===== src/rps_pkg.sv =====
// Package for the random permutation shuffle block.
// Holds command/status codes and the input and result word structs. No dependencies.
package rps_pkg;

    localparam logic [1:0] CMD_LOAD  = 2'd0;
    localparam logic [1:0] CMD_STEP  = 2'd1;
    localparam logic [1:0] CMD_READ  = 2'd2;
    localparam logic [1:0] CMD_CLEAR = 2'd3;

    localparam logic [1:0] ST_OK       = 2'd0;
    localparam logic [1:0] ST_FULL     = 2'd1;
    localparam logic [1:0] ST_FINISHED = 2'd2;
    localparam logic [1:0] ST_RANGE    = 2'd3;

    typedef struct packed {
        logic [1:0]         cmd;
        logic signed [31:0] data_in;
        logic [30:0]        random_word;
        logic [7:0]         read_index;
    } in_word_t;

    typedef struct packed {
        logic signed [31:0] data_value;
        logic [7:0]         chosen_index;
        logic [1:0]         status;
    } out_word_t;

endpackage


===== src/rps_front.sv =====
// Front end: accepts command words into a two-entry queue.
// Depends on rps_pkg.
module rps_front (
    input  logic              clk,
    input  logic              rst_n,
    input  logic              start,
    input  rps_pkg::in_word_t in_word,
    output logic              busy,
    output logic              q_valid,
    output rps_pkg::in_word_t q_word,
    input  logic              q_pop
);
    rps_pkg::in_word_t mem_reg [2];
    logic       wp_reg, rp_reg;
    logic [1:0] cnt_reg;
    logic       push;

    assign busy    = (cnt_reg == 2'd2);
    assign push    = start && !busy;
    assign q_valid = (cnt_reg != 2'd0);
    assign q_word  = mem_reg[rp_reg];

    always_ff @(posedge clk or negedge rst_n)
    begin
        if (!rst_n)
        begin
            wp_reg  <= 1'b0;
            rp_reg  <= 1'b0;
            cnt_reg <= '0;
        end
        else
        begin
            if (push)
                wp_reg <= ~wp_reg;
            if (q_pop)
                rp_reg <= ~rp_reg;
            cnt_reg <= cnt_reg + {1'b0, push} - {1'b0, q_pop};
        end
    end

    always_ff @(posedge clk)
    begin
        if (push)
            mem_reg[wp_reg] <= in_word;
    end
endmodule


===== config.mk =====
export PLATFORM = sky130hd
export DESIGN_NAME = rps_front
export DESIGN_NICKNAME = d
export VERILOG_FILES = /design/src/rps_pkg.sv /design/src/rps_front.sv
export SDC_FILE = /design/constraint.sdc
export NUM_CORES = 1
export LEC_CHECK = 0
export ABC_AREA = 1
export BUFFER_PORTS_ARGS = -buffer_cell sky130_fd_sc_hd__buf_2
export CAP_MARGIN = 20
export CORE_UTILIZATION = 56
export CTS_CLUSTER_DIAMETER = 200
export DETAILED_ROUTE_END_ITERATION = 6
export GPL_ROUTABILITY_DRIVEN = 0
export PLACE_DENSITY_LB_ADDON = 0.05
export SYNTH_ARGS = -nofsm -noshare
export SYNTH_HDL_FRONTEND = slang
export SYNTH_SLANG_ARGS = --single-unit

===== constraint.sdc =====
create_clock -name clk -period 11.65 [get_ports clk]
set_input_delay 2.33 -clock clk [delete_from_list [all_inputs] [get_ports clk]]
set_output_delay 2.33 -clock clk [all_outputs]
set_load 0.03 [all_outputs]

==> results.yml <==
floorplanning:
  dieArea_sq_um: 10550
  initial_core_util: 0.5784
  core_area_sq_um: 9819
  die_w_um: 102.7
  ios: 152
  placementRows: 36
  die_h_um: 102.7
route:
  vias_per_cell: 4.689
  vias: 3343
  drc_errors: 0
  wl_per_cell_um: 13.44
  drt-pass1-iter-count: 4
  drtIter0Drc: 143
  wl_mm: 9.585
  final_antenna_net_count: 0
global_routing:
  grt_overflow_total: 0
  grt_pass1_wl_mm: 14.12
  use_met2: 0.3046
  top_usage_layer: "met2"
  antenna_found_initial: 1
  grt_util_met3: 0.07458
  gr-usage-met1: 0.2161
  first_global_vias: 3116
  grt_max_degree: 87
  grt_use_total: 0.1868
cells_and_area:
  final_nets: 645
  finish.instance_area_sq_um: 7062
  final_core_util: 0.7192
  largest_register_ffs: 146
  area_growth_pct: 24.34
  layout_common_cells: "151 x buf_2, 146 x edfxtp_1, 83 x nand2_1"
  layout-drive-gt1-share: 0.3230
  final_common_cell: "buf_2"
pwr:
  ir_drop_mv: 0.2573
  power.density_nw_per_um2: 283.6
  p_leak_nw: 3.057
  finalPower_w: 0.002003
outcome:
  outcome: "finished clean"
critical_path:
  path_cells: "buf_4 > nand2_1 > o21ai_0 > buf_2"
  r2r_cells: 4
  end_kind: "output pin"
  cpMaxStageDelayCell: "dfrtp_4"
  cp.required_ps: 9320
  cpPeakStageDelay_ps: 790
  crit_fanout: 86
  worst_setup_path_start_kind: "flip-flop"
  cp.arrival_ps: 2500
  crit_type: "flip-flop to output pin"
sta:
  skew_ps: 5.522
  fin_tns_setup_ps: 0
  layout_setup_ws_ps: 6824
  finalSetupViolations: 0
  slew_viol_final: 0
  rsz0062_at_grt: "no"
  period_share: 0.4143
  fmax_mhz: 207.2
  worst_pin_slew_ps: 1017
  slew_headroom: 0.3202
  fin_crit_ps: 4826
  timing.final.hold_violations: 0
cts:
  cts_resized: 0
  cts_max_level: 4
  clock_latency_ps: 510
  cts_root_buf: "clkbuf_8"
  cts.sinks: 150
  path_clk_slew_ps: 60
  postCtsSetupBuffers: 0
  numCtsBuffers: 17
  clockBufferDepth: 2
  cts_hold_buf: 0
  cts_tree: "built"
place:
  placed_area_sq_um: 6469
  pre_cts_ws_ps: 7255
  place.detailed.hpwl_mm: 6.089
  portBuffers: 151
yosys:
  synth_seq_area_share: 0.7896
  syn_inst: 409
  yosysUniqueCellTypes: 13
  syn-num-nets: 488
  yosys_warnings: 0
  syn_area_sq_um: 5679
  avgSynthCellArea_sq_um: 13.89
  synth-seq-cells: 150
hold_path:
  hold_depth: 2
  hp-class: "flip-flop to flip-flop"
flow_run:
  max-cap-violations: 0
final timing paths:
kind	start	end	slack, ps
worst max-delay path	rp_reg	q_word[14]	6820
min in group asynchronous	rst_n	rp_reg	1610
worst max register to register	cnt_reg[1]	mem_reg[1][6]	9240
max in group asynchronous	rst_n	rp_reg	9900
worst min-delay path	wp_reg	wp_reg	490
worst min register to register	wp_reg	wp_reg	490
per-layer routing:
layer,share of wire,vias to the layer above
met3,0.078,15
met2,0.50,107
met5,0.0016,-
met1,0.41,1529
met4,0.014,2
li1,-,1690
cell type report:
class / count / area, sq um
antenna: 1 / 2.502
tap: 133 / 166.4
inverter: 81 / 304.0
fill: 703 / 2758
clock inverter: 12 / 155.1
clock buffer: 20 / 435.4
multi-input combinational: 162 / 732.0
timing repair buffer: 154 / 778.2
sequential: 150 / 4488
metrics by stage:
step | hold WS, ps | instances
6_report | 485.2 | 713
3_3_place_gp | 454.5 | 680
3_5_place_dp | 471.3 | 680
5_1_grt | 518.5 | 712
2_1_floorplan | 441.9 | 409
4_1_cts | 487.1 | 712
cell families (layout without fill, tap and decap cells):
kind of cell | count (synthesis) | in the layout | share of synthesized area
buffers and inverters | 97 | 267 | 0.08284
XOR/XNOR | 1 | 1 | 0.001542
AO/OA/AOI/OAI | 73 | 73 | 0.06433
other | 0 | 1 | 0
flip-flops | 150 | 150 | 0.7896
adder cells (fa/ha/maj) | 2 | 2 | 0.004406
AND/OR/NAND/NOR | 86 | 86 | 0.05728
critical path: cells and delay by family (launching register included):
kind,cells,cell delay (ps)
AND/OR/NAND/NOR,1,110
flip-flops,1,790
AO/OA/AOI/OAI,1,120
buffers and inverters,2,930
cells in the mapped netlist:
| master | count | area share |
|---|---|---|
| buf_2 | 1 | 0.00088 |
| buf_4 | 2 | 0.0026 |
| buf_6 | 13 | 0.026 |
| dfrtp_1 | 4 | 0.018 |
| edfxtp_1 | 146 | 0.77 |
| ha_1 | 2 | 0.0044 |
| inv_1 | 81 | 0.054 |
| nand2_1 | 83 | 0.055 |
| nand3_1 | 2 | 0.0018 |
| nor2_1 | 1 | 0.00066 |
| o21ai_0 | 57 | 0.050 |
| o21ai_1 | 16 | 0.014 |
| xor2_1 | 1 | 0.0015 |
power by group:
group / total (W) / internal, W / switching (W)
logic: 0.000681 / 0.000165 / 0.000517
clock network: 0.000529 / 0.000332 / 0.000197
registers: 0.000793 / 0.000738 / 0.0000551
total: 0.00200 / 0.00123 / 0.000769
No activity file was read; power rests on OpenSTA's default activity.
